===== config.mk =====
export PLATFORM = sky130hd
export DESIGN_NAME = mp2d_ofifo
export DESIGN_NICKNAME = d
export VERILOG_FILES = /design/src/rtl/mp2d_pkg.sv /design/src/rtl/mp2d_ofifo.sv
export SDC_FILE = /design/constraint.sdc
export NUM_CORES = 1
export LEC_CHECK = 0
export BUFFER_PORTS_ARGS = -buffer_cell sky130_fd_sc_hd__buf_4
export CELL_PAD_IN_SITES_DETAIL_PLACEMENT = 1
export CELL_PAD_IN_SITES_GLOBAL_PLACEMENT = 1
export CORE_ASPECT_RATIO = 1.2
export CORE_MARGIN = 3
export CORE_UTILIZATION = 40
export CTS_BUF_LIST = sky130_fd_sc_hd__clkbuf_8
export DETAILED_ROUTE_END_ITERATION = 10
export GPL_ROUTABILITY_DRIVEN = 0
export GPL_TIMING_DRIVEN = 0
export PLACE_DENSITY = 0.75
export SKIP_CTS_REPAIR_TIMING = 1
export SYNTH_ARGS = -nofsm -noshare
export SYNTH_HDL_FRONTEND = slang
export SYNTH_SLANG_ARGS = --single-unit

===== constraint.sdc =====
create_clock -name clk -period 10.11 [get_ports clk]
set_input_delay 0.5055 -clock clk [delete_from_list [all_inputs] [get_ports clk]]
set_output_delay 0.5055 -clock clk [all_outputs]
set_load 0.005 [all_outputs]

===== src/rtl/mp2d_pkg.sv =====
// ----------------------------------------------------------------------------
// mp2d_pkg
// Shared types and constants of the streaming 2D max pooling block.
// ----------------------------------------------------------------------------
package mp2d_pkg;

  // Configuration register indexes.
  localparam logic [1:0] REG_FRAME_WIDTH  = 2'd0;
  localparam logic [1:0] REG_FRAME_HEIGHT = 2'd1;
  localparam logic [1:0] REG_WINDOW_SIZE  = 2'd2;

  localparam int CFG_BITS  = 11;
  localparam int DIM_BITS  = 11;
  localparam int WIN_BITS  = 5;
  localparam int POS_BITS  = 10;
  localparam int IWIN_BITS = 4;

  localparam logic [DIM_BITS-1:0] DIM_LIMIT = 11'd1024;
  localparam logic [WIN_BITS-1:0] WIN_LIMIT = 5'd16;

  localparam logic [DIM_BITS-1:0] DIM_RESET = 11'd8;
  localparam logic [WIN_BITS-1:0] WIN_RESET = 5'd4;

  // Depth of the result queue in front of the output port.
  localparam int          OQ_DEPTH = 3;
  localparam logic [1:0]  OQ_LAST  = 2'd2;
  localparam logic [2:0]  OQ_FULL  = 3'd3;

  // Position and end-of-frame flag that travel with a pooled result.
  typedef struct packed {
    logic [POS_BITS-1:0] row;
    logic [POS_BITS-1:0] col;
    logic                last;
  } res_meta_t;

endpackage


===== src/rtl/mp2d_ofifo.sv =====
// ----------------------------------------------------------------------------
// mp2d_ofifo
// Three-entry result queue that decouples the pooling pipeline from the
// output stall.
// ----------------------------------------------------------------------------
module mp2d_ofifo import mp2d_pkg::*; #(
  parameter int DATA_BITS = 16
) (
  input  logic                        clk,
  input  logic                        rst_n,
  input  logic                        push,
  input  logic signed [DATA_BITS-1:0] push_data,
  input  res_meta_t                   push_meta,
  output logic [1:0]                  count,
  output logic                        out_valid,
  input  logic                        out_stall,
  output logic signed [DATA_BITS-1:0] out_data,
  output res_meta_t                   out_meta
);

  logic signed [DATA_BITS-1:0] data_r [OQ_DEPTH];
  res_meta_t                   meta_r [OQ_DEPTH];
  logic [1:0] wr_ptr_r, wr_ptr_nxt;
  logic [1:0] rd_ptr_r, rd_ptr_nxt;
  logic [1:0] count_r, count_nxt;
  logic       pop;

  assign out_valid = (count_r != 2'd0);
  assign pop       = out_valid && !out_stall;
  assign out_data  = data_r[rd_ptr_r];
  assign out_meta  = meta_r[rd_ptr_r];
  assign count     = count_r;

  always_comb begin
    wr_ptr_nxt = wr_ptr_r;
    rd_ptr_nxt = rd_ptr_r;
    count_nxt  = count_r;
    if (push) begin
      wr_ptr_nxt = (wr_ptr_r == OQ_LAST) ? 2'd0 : wr_ptr_r + 2'd1;
    end
    if (pop) begin
      rd_ptr_nxt = (rd_ptr_r == OQ_LAST) ? 2'd0 : rd_ptr_r + 2'd1;
    end
    if (push && !pop) begin
      count_nxt = count_r + 2'd1;
    end else if (pop && !push) begin
      count_nxt = count_r - 2'd1;
    end
  end

  always_ff @(posedge clk) begin
    if (!rst_n) begin
      wr_ptr_r <= 2'd0;
      rd_ptr_r <= 2'd0;
      count_r  <= 2'd0;
    end else begin
      wr_ptr_r <= wr_ptr_nxt;
      rd_ptr_r <= rd_ptr_nxt;
      count_r  <= count_nxt;
    end
  end

  always_ff @(posedge clk) begin
    if (push) begin
      data_r[wr_ptr_r] <= push_data;
      meta_r[wr_ptr_r] <= push_meta;
    end
  end

endmodule


* After elaboration in Yosys (flattened, before gate mapping) *
Memory sizes are Yosys's and may differ from the RTL's. A register that Yosys moved wholly into a read port is not among the register bits.
Index checks and enable logic that the tools add are counted.

storage, ports and cells
  memory bits (writable) = 111
  word-level logic and storage cells = 29
  memories kept = 2
  flip-flop bits (word level) = 6

operators by class
  muxes and demuxes = 10
  eq/ne operators = 2
  $add $sub $neg = 4
  reductions and logical operators = 8

memories
  name    depth  width  read ports  clocked after memory_dff  write ports  line              RTL
  meta_r  3      21     1           1                         1            mp2d_ofifo.sv:22  res_meta_t meta_r [OQ_DEPTH];
  data_r  3      16     1           1                         1            mp2d_ofifo.sv:21  logic signed [DATA_BITS-1:0] data_r [OQ_DEPTH];

operators by type and width
  kind                   count
  $mux W2                8
  $add A2 B1 Y2 const B  3
  $eq A2 B2 Y1 const B   2
  $reduce_bool A2 Y1     2
  $logic_and A1 B1 Y1    3
  $logic_not A1 Y1       3
  $mux W1                2
  $sub A2 B1 Y2 const B  1

* Logic depth before layout (Yosys ltp) *
Gate-level depths: netlist (run 1).

  depth after elaboration = 5
  gate-level depth with buffers = 5

* Worst setup path after synthesis (run 1) *
No wires, ideal clock.

  path type = input to register
  from = input port push
  to = memory data_r[0][0], enable pin
  data required time = 9623 ps
  buffers on the path = 0
  path slack = 6343 ps
  setup time = 487 ps
  arrival = 3280 ps
  stages on the path = 1
  cell sequence = nor3b_1

on the way
  cells in the longest elaborated chain, start to end = 2

RTL lines
  what                           line              RTL
  start, declared                mp2d_ofifo.sv:11  input logic push,
  $mux W1                        mp2d_ofifo.sv:64  if (push) begin
  $mux W1 (implied by the code)  mp2d_ofifo.sv:65  data_r[wr_ptr_r] <= push_data;
  end, declared                  mp2d_ofifo.sv:21

Every way passes these cells.

==> results.yml, run 1 <==
clock_network:
  clk_latency_ns: 0.41
  cts.sinks: 119
  ctsRootBufferMaster: "clkbuf_8"
  clk_pin_slew_worst_paths_ns: 0.07
  cts_buffers: 17
  cts_tree: "built"
  cts-htree-levels: 4
  clock_path_buffers: 2
cells_and_area:
  antenna_cells: 0
  drive_gt1_frac: 0.321
  utilization: 0.540
  fin_nets: 412
  area_growth_pct: 30.2
floorplanning:
  start_util: 0.415
  die_w_um: 102
  dieArea_um2: 12300
  dieHeight_um: 121
  coreArea_um2: 10600
  rows: 41
  io_pins: 81
worst_setup_path:
  critPathBufInv: 3
  r2r-start: "wr_ptr_r[1]"
  cp-start-kind: "flip-flop"
  crit_path_max_fanout: 10
  arrival_ns: 1.82
  reg2reg_slack_ns: 8.28
  setup.worst_path.end: "out_data[2]"
  worstPathRequired_ns: 9.60
  crit_family: "buffers and inverters"
  regToRegEndpoint: "data_r[0][14]"
  max_stage_delay_ns: 0.45
  cp.depth: 5
  slowest_stage: "buf_1"
  r2r_cells: 3
  crit_type: "reg -> out"
  crit_chain: "buf_2 > buf_1 > nand2_1 > o21ai_1 > buf_4"
  cp-end-kind: "output port"
sta:
  relSlewSlack: 0.449
  whs_ns: 0.278
  final_max_slew_viol_count: 0
  fin_worst_skew_ns: 0.00417
  min_period_ns: 2.33
  final_hold_viol_count: 0
  clock.fmax_mhz: 429
  setup_tns_ns: 0
  timing.final.crit_share: 0.231
  max_slew.worst_pin.slew_ns: 0.822
  rsz0062_at_grt: "no"
  setup_viol_count_final: 0
route:
  wire_per_inst_um: 17.3
  via_count: 2525
  vias_per_cell: 4.93
  totalWireLength_um: 8860
  drt.antenna.violating_nets: 0
  first_iter_violations: 122
  drc_errors: 0
  drt_pass1_iterations: 4
synth:
  synth_common_cells: "111 x edfxtp_1, 41 x nand2_1, 37 x mux2i_1, 37 x o21ai_1, 8 x dfxtp_1"
  synth_top_area_frac: 0.756
  ys_seq_area_frac: 0.792
  async_reset_ff_frac: 0
  synth_area_leaders: "edfxtp_1 76%, mux2i_1 8.4%, o21ai_1 4.2%, dfxtp_1 3.6%, nand2_1 3.5%"
  synth_warnings: 0
  syn-num-nets: 308
  yosysMostFrequentCell: "edfxtp_1"
  synth_top_cell_by_area: "edfxtp_1"
  synth_cell_types: 23
  synth_area_um2: 4410
  synth_edf_count: 111
  synth_flop_cell: "edfxtp_1"
  ys_ff_latch: 119
  synth_cells: 266
  synth.avg_cell_area_um2: 16.6
grt:
  antenna_found_initial: 0
  grt_pass1_vias: 2735
  grt_overflow: 0
  grt_pass1_wl_um: 13900
  grt_max_degree: 22
  grt_usage: 0.156
run_status:
  status: "complete, no violations"
place:
  io_buffers: 80
  dp_hpwl_um: 5960
pwr:
  ir_drop_mv: 0.120
  leakage_nw: 2.01
  power_density_nw_per_um2: 231
run:
  cap_violations: 0
worst_hold_path:
  hp-class: "in -> reg"
==> worst min-delay path by stage <==
| stage | startpoint | to | slack [ns] | depth (start not counted) |
|---|---|---|---|---|
| floorplan | rd_ptr_r[0] | flip-flop | 0.45 | 2 |
| global placement | rd_ptr_r[0] | rd_ptr_r[0] | 0.47 | 2 |
| detailed placement | rd_ptr_r[1] | flip-flop | 0.48 | 2 |
| CTS | push_meta[10] | meta_r[1][10] | 0.24 | 1 |
| global route | push_data[4] | data_r[2][4] | 0.24 | 1 |
| finish | push_meta[10] | meta_r[1][10] | 0.28 | 1 |
==> logic make-up (layout without fill, tap and decap cells) <==
| group | after synthesis | after routing | share of synthesized area |
|---|---|---|---|
| multiplexers | 37 | 37 | 0.0840 |
| adder cells (fa/ha/maj) | 1 | 1 | 0.00284 |
| flip-flops | 119 | 119 | 0.792 |
| XOR/XNOR | 2 | 2 | 0.00397 |
| buffers and inverters | 12 | 129 | 0.0139 |
| AND/OR/NAND/NOR | 51 | 51 | 0.0488 |
| AO/OA/AOI/OAI | 44 | 44 | 0.0542 |
==> cells in the final DEF (no fill, tap or decap) <==
master and count:
and2_1 1, buf_2 1, clkinv_2 2, clkbuf_1 4
buf_1 3, edfxtp_1 111, o21bai_2 1, bufinv_16 6
clkbuf_8 17, clkinvlp_4 3, buf_12 1, or2_1 1
buf_16 1, xnor2_1 1, or3_1 2, ha_1 1
a21boi_1 3, buf_6 3, nand2_1 41, o21ai_0 1
dfxtp_1 8, o21ai_1 37, mux2i_1 37, nor2_4 2
or3b_1 1, xor2_1 1, buf_4 84, clkinv_1 3
o21a_1 2, nor2b_1 2, clkinv_4 1, nor3b_2 1
==> area by class of cell <==
type                            count  area, um^2
Clock buffer                       17         234
Clock inverter                     15         233
Multi-Input combinational cell    135         875
Buffer                             12        61.3
Fill cell                        1039        4880
Tap cell                          129         161
Sequential cell                   119        3490
Timing Repair Buffer               85         682
==> report_power, final <==
group	leakage [nW]	switching (mW)	internal [mW]
clock network	0.224	0.181	0.315
registers	1.09	0.0129	0.568
logic	0.689	0.118	0.133
==> through the flow <==
| stage | cells | total power, mW | setup slack, ns | cell area [um^2] |
|---|---|---|---|---|
| finish | 512 | 1.33 | 7.78 | 5740 |
| global route | 512 | 1.40 | 7.61 | 5740 |
| CTS | 512 | 1.35 | 7.69 | 5740 |
| detailed placement | 480 | 0.849 | 8.01 | 5270 |
| global placement | 475 | 0.838 | 4.28 | 5170 |
| floorplan | 266 | 0.717 | 6.34 | 4410 |
==> state kept, by name, summed over array words and instances, names as in the netlist, named ones only <==
| signal | flops |
|---|---|
| meta_r | 63 |
| data_r | 48 |
| count | 2 |
| rd_ptr_r | 2 |
| wr_ptr_r | 2 |
==> metal layers <==
layer,GRT usage,wire [um],vias up
li1,-,-,1211
met1,0.175,3490,1229
met2,0.268,4760,68
met3,0.0541,419,17
met4,0.0656,195,0
met5,0,0,-
No activity file was read; power rests on OpenSTA's default activity.
==> inputs of run 2 (changes only) <==
Clock period 10.11 ns to 2.3 ns, I/O delays scaled along.
==> results.yml, run 2 (synthesis results as in run 1) <==
route:
  totalWireLength_um: 9180
  via_count: 2673
  vias_per_cell: 4.88
  first_iter_violations: 136
  wire_per_inst_um: 16.7
  drc_errors: 0
  drt.antenna.violating_nets: 0
  drt_pass1_iterations: 5
floorplanning:
  rows: 41
  io_pins: 81
  start_util: 0.415
  dieArea_um2: 12300
  dieHeight_um: 121
  coreArea_um2: 10600
  die_w_um: 102
clock_network:
  clock_path_buffers: 2
  clk_pin_slew_worst_paths_ns: 0.06
  cts.sinks: 119
  cts_buffers: 17
  cts-htree-levels: 4
  clk_latency_ns: 0.42
  cts_tree: "built"
  ctsRootBufferMaster: "clkbuf_8"
sta:
  timing.final.crit_share: 0.838
  whs_ns: 0.0578
  clock.fmax_mhz: 519
  rsz0062_at_grt: "no"
  setup_viol_count_final: 0
  relSlewSlack: 0.449
  max_slew.worst_pin.slew_ns: 0.825
  fin_worst_skew_ns: 0.00598
  min_period_ns: 1.93
  final_max_slew_viol_count: 0
  final_hold_viol_count: 0
grt:
  grt_overflow: 0
  grt_pass1_wl_um: 13700
  grt_pass1_vias: 2702
  antenna_found_initial: 0
  grt_usage: 0.154
  grt_max_degree: 21
cells_and_area:
  layout_common_cells: "111 x edfxtp_1, 84 x buf_4, 41 x nand2_1"
  drive_gt1_frac: 0.282
  top_register: "meta_r"
  reg_top3: "meta_r x63, data_r x48"
  fin_nets: 449
  stdcell_count: 548
  antenna_cells: 0
  area_growth_pct: 35.3
  largest_reg_flops: 63
  fillers: 1021
  layout_commonest_cell: "edfxtp_1"
worst_setup_path:
  crit_path_max_fanout: 10
  crit_type: "reg -> out"
  crit_chain: "buf_2 > buf_1 > nand2_1 > o21ai_1 > buf_4"
  cp-end-kind: "output port"
  worstPathRequired_ns: 2.18
  cp-start-kind: "flip-flop"
  max_stage_delay_ns: 0.44
  slowest_stage: "buf_1"
  arrival_ns: 1.81
place:
  io_buffers: 80
  dp_hpwl_um: 5870
  dp_cells: 479
pwr:
  power_density_nw_per_um2: 867
  ir_drop_mv: 0.527
  leakage_nw: 2.10
run_status:
  status: "complete, no violations"
worst_hold_path:
  hp-class: "in -> reg"
run:
  cap_violations: 0
[run 2: cell types whose count changed in the layout (fill, tap and decap cells not counted), moves of 2 or more]
cell,delta
clkinv_1,+2
dlygate4sd3_1,+38
clkinv_2,+3
bufinv_16,-6
buf_8,+2
buf_6,-3
[run 2: area by class of cell]
cell class	instances	area [um^2]	share of cell area
flip-flops and latches	119	3490	0.585
repair buffers	122	1070	0.179
multi-input cells	135	881	0.148
clock buffers	17	234	0.0392
well taps	129	161	0.0270
clock inverters	14	70.1	0.0117
plain buffers	12	61.3	0.0103
[run 2: critical path, delay by kind of cell (launching register included)]
family,cells,cell delay [ns]
compound gates,1,0.15
buf+inv,3,0.81
simple gates,1,0.12
flops,1,0.32
[run 2: final timing paths]
check | startpoint | end | slack, ns | depth (start not counted)
hold reg to reg | rd_ptr_r[1] | rd_ptr_r[1] | 0.49 | 2
setup reg to reg | wr_ptr_r[1] | data_r[2][14] | 0.61 | 3
hold / removal | push | wr_ptr_r[0] | 0.06 | 3
setup / recovery | flip-flop | out_data[15] | 0.37 | 5
[run 2: power by group]
part           switching, mW  leakage (nW)  total (mW)  internal [mW]
clock                  0.750         0.155        1.45          0.700
combinational          0.537         0.849        1.17          0.628
sequential            0.0607          1.09        2.56           2.50
total                   1.35          2.10        5.17           3.83
[run 2: metal layers]
layer  up-vias  global-route usage  routed length, um
li1       1277                   -                  -
met1      1317               0.170               3640
met2        63               0.270               5010
met3        16              0.0443                362
met4         0              0.0689                170
met5         -                   0                  0
[run 2: through the flow]
| stage | cell area [um^2] | total power, mW | worst slack (ns) | TNS, ns | util |
|---|---|---|---|---|---|
| after floorplan | 4420 | 3.15 | 0.00291 | 0 | - |
| after global placement | 5180 | 3.68 | -1.09 | -60.38 | 0.488 |
| after detailed placement | 5280 | 3.74 | 0.587 | 0 | 0.497 |
| after CTS | 5590 | 5.21 | 0.281 | 0 | 0.526 |
| after global routing | 5970 | 5.45 | 0.193 | 0 | 0.562 |
| final | 5970 | 5.17 | 0.373 | 0 | 0.562 |
